### src/sorted_priority_queue_macros.svh
// Assertion helpers for the sorted priority queue.
// Each check samples on the rising edge of clk and is off while rst_n is low.
`ifndef SORTED_PRIORITY_QUEUE_MACROS_SVH
`define SORTED_PRIORITY_QUEUE_MACROS_SVH
`ifndef SYNTHESIS
// Same-cycle implication
`define SPQ_ASSERT_IMP(label, ante, cons) \
    label: assert property (@(posedge clk) disable iff (!rst_n) (ante) |-> (cons)) \
        else $error("sorted_priority_queue: same-cycle check failed");
// Next-cycle implication
`define SPQ_ASSERT_NXT(label, ante, cons) \
    label: assert property (@(posedge clk) disable iff (!rst_n) (ante) |=> (cons)) \
        else $error("sorted_priority_queue: next-cycle check failed");
`else
`define SPQ_ASSERT_IMP(label, ante, cons)
`define SPQ_ASSERT_NXT(label, ante, cons)
`endif
`endif

### src/spq_pkg.sv
package spq_pkg;

    localparam int unsigned DATA_W       = 32;
    localparam int unsigned PRI_W        = 16;
    localparam int unsigned OCC_W        = 5;
    localparam int unsigned CAPACITY_DEF = 16;

    // Operation codes
    localparam logic FUNC_ENQ = 1'b0;
    localparam logic FUNC_DEQ = 1'b1;

    typedef enum logic [1:0] {
        ST_OK    = 2'd0,
        ST_EMPTY = 2'd1,
        ST_FULL  = 2'd2
    } status_t;

    // One stored entry
    typedef struct packed {
        logic signed [DATA_W-1:0] value;
        logic signed [PRI_W-1:0]  prio;
    } entry_t;

    // One result beat
    typedef struct packed {
        status_t                  status;
        logic signed [DATA_W-1:0] value;
        logic signed [PRI_W-1:0]  prio;
        logic [OCC_W-1:0]         occ;
    } result_t;

endpackage

### src/spq_ram.sv
module spq_ram #(
    parameter int unsigned WIDTH  = 48,
    parameter int unsigned DEPTH  = 16,
    parameter int unsigned ADDR_W = $clog2(DEPTH)
) (
    input  logic              clk,
    input  logic              we,
    input  logic [ADDR_W-1:0] waddr,
    input  logic [WIDTH-1:0]  wdata,
    input  logic [ADDR_W-1:0] raddr,
    output logic [WIDTH-1:0]  rdata
);

    logic [WIDTH-1:0] mem [DEPTH];

    // Write one word, read one word with registered data
    always_ff @(posedge clk)
    begin
        if (we)
        begin
            mem[waddr] <= wdata;
        end
        rdata <= mem[raddr];
    end

endmodule

### src/spq_seq.sv
module spq_seq #(
    parameter int unsigned CAPACITY = spq_pkg::CAPACITY_DEF,
    localparam int unsigned IW = $clog2(CAPACITY),
    localparam int unsigned CW = $clog2(CAPACITY + 1)
) (
    input  logic                              clk,
    input  logic                              rst_n,
    input  logic                              in_valid,
    output logic                              in_ready,
    input  logic                              func,
    input  logic signed [spq_pkg::DATA_W-1:0] data_value,
    input  logic signed [spq_pkg::PRI_W-1:0]  priority_req,
    output logic                              ram_we,
    output logic [IW-1:0]                     ram_waddr,
    output spq_pkg::entry_t                   ram_wdata,
    output logic [IW-1:0]                     ram_raddr,
    input  spq_pkg::entry_t                   ram_rdata,
    output logic                              res_valid,
    input  logic                              res_ready,
    output spq_pkg::result_t                  res
);

    import spq_pkg::*;

    typedef enum logic [2:0] {
        S_IDLE,
        S_ENQ_CMP,
        S_ENQ_HEAD,
        S_DEQ_RD,
        S_DONE
    } state_t;

    state_t        state_reg, state_next;
    logic [CW-1:0] count_reg, count_next;
    logic [IW-1:0] idx_reg, idx_next;
    entry_t        new_reg, new_next;
    result_t       res_reg, res_next;
    logic [CW-1:0] tail;
    logic [IW-1:0] idx_inc;
    logic [IW-1:0] idx_dec;
    logic          moves_down;

    assign tail       = count_reg - CW'(1);
    assign idx_inc    = idx_reg + IW'(1);
    assign idx_dec    = idx_reg - IW'(1);
    // Shared compare: the stored entry moves down if it ranks below the new one
    assign moves_down = $signed(ram_rdata.prio) < $signed(new_reg.prio);

    assign in_ready  = (state_reg == S_IDLE);
    assign res_valid = (state_reg == S_DONE);
    assign res       = res_reg;

    // Sequence one item: an enqueue walks from the tail toward the head, one slot a cycle; a dequeue pops the tail
    always_comb
    begin
        state_next = state_reg;
        count_next = count_reg;
        idx_next   = idx_reg;
        new_next   = new_reg;
        res_next   = res_reg;
        ram_we     = 1'b0;
        ram_waddr  = idx_inc;
        ram_wdata  = new_reg;
        ram_raddr  = idx_reg;

        unique case (state_reg)
            S_IDLE:
            begin
                if (in_valid)
                begin
                    new_next.value = data_value;
                    new_next.prio  = priority_req;
                    res_next.status = ST_OK;
                    res_next.value  = '0;
                    res_next.prio   = '0;
                    if (func == FUNC_ENQ)
                    begin
                        if (count_reg == CW'(CAPACITY))
                        begin
                            res_next.status = ST_FULL;
                            state_next      = S_DONE;
                        end
                        else if (count_reg == '0)
                        begin
                            ram_we          = 1'b1;
                            ram_waddr       = '0;
                            ram_wdata.value = data_value;
                            ram_wdata.prio  = priority_req;
                            count_next      = count_reg + CW'(1);
                            state_next      = S_DONE;
                        end
                        else
                        begin
                            ram_raddr  = tail[IW-1:0];
                            idx_next   = tail[IW-1:0];
                            state_next = S_ENQ_CMP;
                        end
                    end
                    else
                    begin
                        if (count_reg == '0)
                        begin
                            res_next.status = ST_EMPTY;
                            state_next      = S_DONE;
                        end
                        else
                        begin
                            ram_raddr  = tail[IW-1:0];
                            state_next = S_DEQ_RD;
                        end
                    end
                end
            end

            S_ENQ_CMP:
            begin
                ram_we = 1'b1;
                if (moves_down)
                begin
                    // Shift the stored entry one slot toward the tail
                    ram_wdata = ram_rdata;
                    if (idx_reg == '0)
                    begin
                        state_next = S_ENQ_HEAD;
                    end
                    else
                    begin
                        idx_next  = idx_dec;
                        ram_raddr = idx_dec;
                    end
                end
                else
                begin
                    // Drop the new entry in behind this one
                    count_next = count_reg + CW'(1);
                    state_next = S_DONE;
                end
            end

            S_ENQ_HEAD:
            begin
                ram_we     = 1'b1;
                ram_waddr  = '0;
                count_next = count_reg + CW'(1);
                state_next = S_DONE;
            end

            S_DEQ_RD:
            begin
                res_next.value = ram_rdata.value;
                res_next.prio  = ram_rdata.prio;
                count_next     = tail;
                state_next     = S_DONE;
            end

            S_DONE:
            begin
                if (res_ready)
                begin
                    state_next = S_IDLE;
                end
            end

            default:
            begin
                state_next = S_IDLE;
            end
        endcase

        // Capture the occupancy when the result is formed
        if ((state_next == S_DONE) && (state_reg != S_DONE))
        begin
            res_next.occ = OCC_W'(count_next);
        end
    end

    // Hold state, count and walk index
    always_ff @(posedge clk or negedge rst_n)
    begin
        if (!rst_n)
        begin
            state_reg <= S_IDLE;
            count_reg <= '0;
            idx_reg   <= '0;
        end
        else
        begin
            state_reg <= state_next;
            count_reg <= count_next;
            idx_reg   <= idx_next;
        end
    end

    // Payload holds need no reset
    always_ff @(posedge clk)
    begin
        new_reg <= new_next;
        res_reg <= res_next;
    end

endmodule

### src/sorted_priority_queue.sv
// Sorted insertion priority queue, one item at a time, entries in a one-read one-write RAM.
// An enqueue walks from the tail toward the head (one RAM read, compare and write per slot),
// moving each lower-priority entry one slot toward the tail; a dequeue pops the tail entry;
// full, empty, or an enqueue into an empty queue ends without a walk. Each result passes an output
// register, and the sequencer accepts no new item until its result has entered that register.
// Reset (rst_n low, asynchronous) empties the queue; the RAM contents are not cleared.
`include "sorted_priority_queue_macros.svh"

module sorted_priority_queue #(
    parameter int unsigned CAPACITY = spq_pkg::CAPACITY_DEF
) (
    input  logic                              clk,
    input  logic                              rst_n,
    input  logic                              in_valid,
    output logic                              in_ready,
    input  logic                              func,
    input  logic signed [spq_pkg::DATA_W-1:0] data_value,
    input  logic signed [spq_pkg::PRI_W-1:0]  priority_req,
    output logic                              out_valid,
    input  logic                              out_ready,
    output logic [1:0]                        status,
    output logic signed [spq_pkg::DATA_W-1:0] out_value,
    output logic signed [spq_pkg::PRI_W-1:0]  out_priority,
    output logic [spq_pkg::OCC_W-1:0]         occupancy
);

    import spq_pkg::*;

    localparam int unsigned IW = $clog2(CAPACITY);
    localparam int unsigned EW = $bits(entry_t);

    logic          ram_we;
    logic [IW-1:0] ram_waddr;
    logic [IW-1:0] ram_raddr;
    entry_t        ram_wdata;
    entry_t        ram_rdata;
    logic          res_valid;
    logic          res_ready;
    result_t       res;
    logic          out_valid_reg, out_valid_next;
    result_t       out_reg;

    spq_seq #(
        .CAPACITY (CAPACITY)
    ) u_seq (
        .clk          (clk),
        .rst_n        (rst_n),
        .in_valid     (in_valid),
        .in_ready     (in_ready),
        .func         (func),
        .data_value   (data_value),
        .priority_req (priority_req),
        .ram_we       (ram_we),
        .ram_waddr    (ram_waddr),
        .ram_wdata    (ram_wdata),
        .ram_raddr    (ram_raddr),
        .ram_rdata    (ram_rdata),
        .res_valid    (res_valid),
        .res_ready    (res_ready),
        .res          (res)
    );

    spq_ram #(
        .WIDTH  (EW),
        .DEPTH  (CAPACITY),
        .ADDR_W (IW)
    ) u_ram (
        .clk   (clk),
        .we    (ram_we),
        .waddr (ram_waddr),
        .wdata (ram_wdata),
        .raddr (ram_raddr),
        .rdata (ram_rdata)
    );

    // Output register parts the sequencer from the result channel
    assign res_ready      = !out_valid_reg || out_ready;
    assign out_valid_next = res_valid || (out_valid_reg && !out_ready);

    always_ff @(posedge clk or negedge rst_n)
    begin
        if (!rst_n)
        begin
            out_valid_reg <= 1'b0;
        end
        else
        begin
            out_valid_reg <= out_valid_next;
        end
    end

    // Load a finished result beat when the slot is free
    always_ff @(posedge clk)
    begin
        if (res_valid && res_ready)
        begin
            out_reg <= res;
        end
    end

    assign out_valid    = out_valid_reg;
    assign status       = out_reg.status;
    assign out_value    = out_reg.value;
    assign out_priority = out_reg.prio;
    assign occupancy    = out_reg.occ;

    `SPQ_ASSERT_IMP(a_full_occ, out_valid && (status == ST_FULL), occupancy == OCC_W'(CAPACITY))
    `SPQ_ASSERT_IMP(a_empty_zero, out_valid && (status == ST_EMPTY), {occupancy, out_value} == '0)
    `SPQ_ASSERT_NXT(a_one_at_a_time, in_valid && in_ready, !in_ready)

endmodule

### config.mk
export PLATFORM = sky130hd
export DESIGN_NAME = sorted_priority_queue
export DESIGN_NICKNAME = d
export VERILOG_FILES = /design/src/spq_pkg.sv /design/src/spq_ram.sv /design/src/spq_seq.sv /design/src/sorted_priority_queue.sv
export VERILOG_INCLUDE_DIRS = /design/src /design/src/src
export SDC_FILE = /design/constraint.sdc
export NUM_CORES = 1
export LEC_CHECK = 0
export BUFFER_PORTS_ARGS = -buffer_cell sky130_fd_sc_hd__buf_2
export CORE_ASPECT_RATIO = 0.9
export CORE_UTILIZATION = 50
export CTS_CLUSTER_SIZE = 8
export DETAILED_ROUTE_END_ITERATION = 8
export GPL_ROUTABILITY_DRIVEN = 0
export GPL_TIMING_DRIVEN = 0
export PLACE_DENSITY_LB_ADDON = 0.3
export SETUP_SLACK_MARGIN = 0.4
export SYNTH_ARGS = -nofsm -noshare
export SYNTH_HDL_FRONTEND = slang
export SYNTH_HIERARCHICAL = 1
export SYNTH_SLANG_ARGS = --single-unit
export TNS_END_PERCENT = 20
### constraint.sdc
create_clock -name clk -period 8.3 [get_ports clk]
set_clock_uncertainty 0.15 [all_clocks]
set_input_delay 1.66 -clock clk [delete_from_list [all_inputs] [get_ports clk]]
set_output_delay 1.66 -clock clk [all_outputs]
set_load 0.05 [all_outputs]
==> reports/results.tsv, run 1 <==
stage	metric	value	unit
global_route	grt_overflow	0	
setup_path	crit_type	flop to flop	
clocking	clkTransAtPathRegs	0.05	ns
yosys	yosys_warnings	6	
routing	drt.antenna.violating_nets	0	
floorplanning	io_pins	110	
clocking	cts-resized-gates	0	
floorplanning	dieHeight	262	um
setup_path	reg2reg_from	u_seq/state_reg[1]	
cells_and_area	syn2layout_area_growth	18.6	%
global_route	grt_util_all_layers	0.264	
setup_path	critPathLaunch	u_seq/state_reg[1]	
cells_and_area	fin_nets	2203	
setup_path	worst_path_largest_cell_delay	0.75	ns
clocking	holdBufCountCts	0	
power_and_ir_drop	power_density	462	nW/um2
placement	post-dp-hpwl	59500	um
floorplanning	core	73600	um2
floorplanning	initial_core_util	0.509	
hold_path	worstHoldStart	u_seq/res[1]	
yosys	synth_ff_type	edfxtp_1	
yosys	synth_async_sr_flop_share	0.0132	
sta	finalCriticalPeriod	5.75	ns
routing	drt_iter0_drc	2723	
routing	met3_length	11200	um
setup_path	crit_required	8.81	ns
cells_and_area	drive_above_1_share	0.256	
global_route	grt_max_degree	56	
sta	slew_violations	0	
routing	routed.top_layer	met4	
routing	firstDrtPassIters	6	
sta	period_share	0.693	
clocking	cts_buffer_depth	3	
yosys	syn_avg_cell_area	20.5	um2
routing	wl_met2	44900	um
floorplanning	dieArea	76000	um2
setup_path	crit_arrival	6.26	ns
sta	setup_viol	0	
setup_path	crit_path_start_kind	flop	
setup_path	end_kind	flop	
setup_path	path_max_fanout	28	
sta	fin_tns_setup	0	ns
yosys	syn_nets	1897	
run_status	outcome	complete, no violations	
routing	drt-total-wl	98600	um
clocking	clock-root-buffer	clkbuf_16	
clocking	postCtsSetupRepairBufs	0	
setup_path	slowest_stage	clkbuf_1	
routing	num_vias	20500	
global_route	grt_pass1_vias	20500	
clocking	htreeDepth	4	
cells_and_area	fin_util	0.604	
cells_and_area	largest_reg_flops	768	
power_and_ir_drop	power_leakage	0.0149	uW
yosys	yosys.area_share.xor_xnor	0.00297	
routing	wl_met1	39100	um
routing	wire_per_inst	30.8	um
power_and_ir_drop	ir_worst_vdd	423	uV
sta	rsz0062_at_grt	false	
yosys	yosys.area_share.adder	0.00635	
yosys	synth_seq_area_share	0.777	
placement	dpl_cell_area	40200	um2
clocking	cts.sinks	987	
yosys	synth_mux_area_frac	0.116	
sta	max_freq	174	MHz
global_route	antenna_found_initial	2	
yosys	ys_types	60	
routing	routed_via_density	6.41	
placement	io_buffer_count	109	
clocking	cts_buffers	141	
power_and_ir_drop	totalPowerFinal	20500	uW
clocking	clock_latency	0.73	ns
routing	drc	0	
yosys	syn-cell-area	37500	um2
floorplanning	num_rows	94	
global_route	grt_pass1_wl	141000	um
floorplanning	die_w	291	um
run	cap_violations	0	
yosys	synth_top_family_by_area	multiplexers	
cells_and_area	design_area	44400	um2
sta	hold_slack	0.261	ns
yosys	syn_inst	1825	
sta	worst_pin_slew	1.38	ns
yosys	synth_compound_area_frac	0.0448	
yosys	synth_edf_count	926	
yosys	synth-simple-area-share	0.0374	
clocking	cts_tree	done	
yosys	ys_seq_elements	987	
setup_path	path_cells	nor3_1, nand2_1, inv_4, buf_12, o21ai_0, o21ai_0, a21oi_1, and4_1, a31oi_1, and2_1, clkbuf_1, clkbuf_1, a22oi_1, nand2_1	
sta	relSlewSlack	0.0773	
sta	hold_violations	0	
hold_path	hold_path_class	flop to flop	
[final timing paths]
kind                                       to  slack [ns]  depth (start not counted)
max in group asynchronous  u_seq/count_reg[1]        7.03                          1
min reg2reg                      occupancy[1]        0.26                          0
max                           u_ram/rdata[32]        2.55                         14
max reg2reg                   u_ram/rdata[32]        2.55                         14
min in group asynchronous    u_seq/idx_reg[2]        0.69                          1
min                              occupancy[1]        0.26                          0
[critical path, delay by kind of cell (launching register included)]
kind | cells | cell delay, ns
compound gates | 5 | 1.11
buf+inv | 4 | 2.29
flops | 1 | 0.46
simple gates | 5 | 1.62
[final cells by class]
class | instances | area [um2]
antenna | 2 | 5.00
buffer | 100 | 487
clock buffer | 238 | 3910
clock inverter | 14 | 298
fill | 5129 | 29200
inverter | 26 | 100
multi-input combinational | 712 | 7910
sequential | 987 | 29100
tap | 960 | 1200
timing repair buffer | 163 | 1440
[metal layers]
layer / up-vias / track usage
met5: - / 0
met4: 0 / 0.0986
met3: 210 / 0.0666
met2: 1316 / 0.404
met1: 10800 / 0.371
li1: 8197 / -
[layout by cell type (no fill, tap or decap), types with 48 or more instances in the layout]
cell	instances
a22oi_1	96
and2_1	50
clkbuf_16	142
edfxtp_1	926
clkbuf_1	146
dfxtp_1	48
mux4_2	192
buf_2	119
nand2_1	80
a221o_1	48
[logic make-up after synthesis]
kind of cell	count (synthesis)
fa+ha+maj	19
simple gates	269
mux	195
xor+xnor	11
buf+inv	126
compound gates	218
flops	987
[through the flow]
step                      std cells  setup slack [ns]
after floorplan                1825              1.07
after global placement         2894             -3.67
after detailed placement       2948              2.30
after CTS                      3200              2.82
after global routing           3200              2.46
final                          3202              2.55
[cells in the mapped netlist, drive strengths merged (3+ instances only)]
master	count	area (um2)
and3	47	294
edfxtp	926	27800
mux2i	3	30.0
a221o	48	480
clkbuf	51	191
a22oi	96	721
nand3b	3	22.5
buf	49	294
a211oi	3	22.5
nor3	12	60.1
and2	51	322
dfrtp	13	325
dfxtp	48	961
a31oi	5	31.3
nand3	12	60.1
mux4	192	4320
or3	3	18.8
nor2	34	130
o221ai	4	35.0
nor2b	6	37.5
xor2	3	33.8
inv	26	97.6
a21oi	25	125
xnor2	8	77.6
o21ai	19	95.1
nand2b	8	57.6
ha	19	238
nor3b	3	22.5
nand2	80	300
nand4	3	18.8
o311ai	3	26.3
[report_power, final]
part / total, uW / internal [uW] / switching (uW)
Sequential: 7330 / 7050 / 281
Clock: 5380 / 3260 / 2120
Combinational: 7820 / 2880 / 4950
(Power assumes the default switching activity.)
==> run 2: changes to the inputs <==
- clock period: 8.3 -> 5.5 ns (I/O delays scaled with it)
==> reports/results.tsv, run 2 (synthesis gave the netlist of run 1 again) <==
stage	metric	value	unit	change
run_status	outcome	complete, no violations		
floorplanning	core	73600	um2	unchanged
placement	dp_slack	0.0295	ns	-2.27 ns
setup_path	crit_end	u_ram/rdata[38]		
routing	drt_iter0_drc	2463		-9.5%
global_route	grt_pass1_wl	139000	um	-1.6%
clocking	holdBufCountCts	0		unchanged
sta	hold_slack	0.129	ns	-0.132 ns
clocking	cts.sinks	987		unchanged
global_route	grt_max_degree	56		unchanged
routing	drt.antenna.violating_nets	0		unchanged
placement	io_buffer_count	109		unchanged
cells_and_area	largest_reg_flops	768		unchanged
routing	firstDrtPassIters	7		+1
clocking	cts_buffer_depth	3		unchanged
setup_path	cp.buffers_inverters	3		-1
setup_path	crit_required	5.92	ns	-2.89 ns
setup_path	reg2reg_from	u_seq/new_reg[15]		
setup_path	crit_path_start_kind	flop		
setup_path	reg2reg_depth	13		-1
clocking	cts_buffers	141		unchanged
clocking	clock-root-buffer	clkbuf_16		
cells_and_area	layout_common_cells	926 x edfxtp_1, 192 x mux4_2, 144 x clkbuf_16		
setup_path	path_cells	inv_1, ha_1, nand4_1, nor4_2, a311oi_2, o21a_4, mux2i_1, o311ai_1, buf_2, buf_1, mux4_2, a22oi_1, nand2_1		
floorplanning	dieHeight	262	um	unchanged
floorplanning	die_w	291	um	unchanged
setup_path	worst-path-stages	13		-1
placement	post-dp-hpwl	59000	um	-0.69%
routing	routed_via_density	6.33		-1.3%
cells_and_area	syn2layout_area_growth	18.9	%	
setup_path	worst_path_largest_cell_delay	0.68	ns	-0.07 ns
sta	max_freq	201	MHz	+16%
setup_path	critPathTopFamily	compound AO/OA/AOI/OAI gates		
global_route	grt_overflow	0		unchanged
sta	fin_ws	0.537	ns	-2.01 ns
cells_and_area	drive_above_1_share	0.261		+0.00549
sta	slew_violations	0		unchanged
clocking	htreeDepth	4		unchanged
cells_and_area	fin_nets	2200		-0.14%
routing	drt-total-wl	97600	um	-1.0%
setup_path	end_kind	flop		
setup_path	crit_arrival	5.39	ns	-0.87 ns
setup_path	crit_type	flop to flop		
sta	rsz0062_at_grt	false		
global_route	antenna_found_initial	3		+1
routing	drc	0		unchanged
power_and_ir_drop	power_leakage	0.0150	uW	+0.42%
sta	hold_violations	0		unchanged
setup_path	r2r_setup_slack	0.54	ns	-2.01 ns
power_and_ir_drop	power_density	693	nW/um2	+50%
floorplanning	dieArea	76000	um2	unchanged
clocking	cts_tree	done		
setup_path	critPathLaunch	u_seq/new_reg[15]		
power_and_ir_drop	ir_worst_vdd	442	uV	+4.4%
sta	setup_viol	0		unchanged
setup_path	slowest_stage	buf_1		
routing	num_vias	20300		-1.4%
sta	relSlewSlack	0.0595		-0.0178
clocking	clkTransAtPathRegs	0.06	ns	about the same
floorplanning	initial_core_util	0.509		unchanged
global_route	grt_pass1_vias	20200		-1.5%
hold_path	hold_path_class	input pin to asynchronous set/reset pin		
sta	period_share	0.902		+0.210
sta	worst_pin_slew	1.41	ns	+0.0267 ns
routing	wire_per_inst	30.5	um	-0.87%
cells_and_area	final_common_cell	edfxtp_1		
floorplanning	io_pins	110		unchanged
clocking	clock_latency	0.73	ns	about the same
global_route	grt_util_all_layers	0.261		-0.00257
setup_path	path_max_fanout	10		-64%
run	cap_violations	0		unchanged
floorplanning	num_rows	94		unchanged
sta	finalCriticalPeriod	4.96	ns	-0.785 ns
setup_path	r2r-end	u_ram/rdata[38]		
==> run 2: cell count changes in the layout (fill, tap and decap cells not counted), sizes merged <==
cell / previous run / this run
buf: 212 / 206
bufinv: 1 / 0
clkbuf: 289 / 291
clkdlybuf4s15: 0 / 1
diode: 2 / 3
inv: 33 / 32
==> run 2: repair_timing <==
| action | CTS | global route |
|---|---|---|
| resized for setup | 7 | 18 |
| endpoints found under the setup margin | 29 | 226 |
| pin swaps | 0 | 1 |
| buffers inserted | 0 | 1 |
==> run 2: final cells by class <==
| cell class | count | area [um2] |
|---|---|---|
| Multi-Input combinational cell | 712 | 7930 |
| Timing Repair Buffer | 160 | 1570 |
| Clock inverter | 12 | 175 |
| Inverter | 26 | 100 |
| Sequential cell | 987 | 29100 |
| Antenna cell | 3 | 7.51 |
| Tap cell | 960 | 1200 |
| Clock buffer | 238 | 3970 |
| Buffer | 100 | 510 |
| Fill cell | 5201 | 29100 |
==> run 2: stage by stage <==
step | cell area (um2) | total power, uW | util | cells | setup TNS (ns)
floorplan | 37500 | 18700 | - | 1825 | -80.68
global placement | 39200 | 22300 | 0.533 | 2894 | -2516.85
detailed placement | 40400 | 22800 | 0.548 | 2944 | 0
CTS | 44500 | 30900 | 0.605 | 3194 | 0
global route | 44500 | 32000 | 0.605 | 3195 | 0
finish | 44500 | 30900 | 0.605 | 3198 | 0
==> run 2: worst min-delay path by stage <==
stage / start / to / slack, ns
final: rst_n / u_seq/count_reg[3] / 0.13
after floorplan: u_seq/res[0] / occupancy[0] / 0.25
after global routing: rst_n / u_seq/count_reg[3] / 0.14
after CTS: rst_n / u_seq/count_reg[3] / 0.10
after detailed placement: u_seq/res[10] / out_priority[5] / 0.25
after global placement: u_seq/res[4] / occupancy[4] / 0.25
==> run 2: power by group <==
part | switching (uW) | internal, uW
logic | 7440 | 4410
clock network | 3090 | 4890
registers | 407 | 10600
total | 10900 | 19900
==> run 2: routing by layer <==
layer | vias to the layer above | global-route usage | share of wire
met1 | 10500 | 0.356 | 0.38
met3 | 195 | 0.0715 | 0.12
met2 | 1307 | 0.406 | 0.47
met4 | 0 | 0.102 | 0.033
li1 | 8212 | - | -
met5 | - | 0 | 0
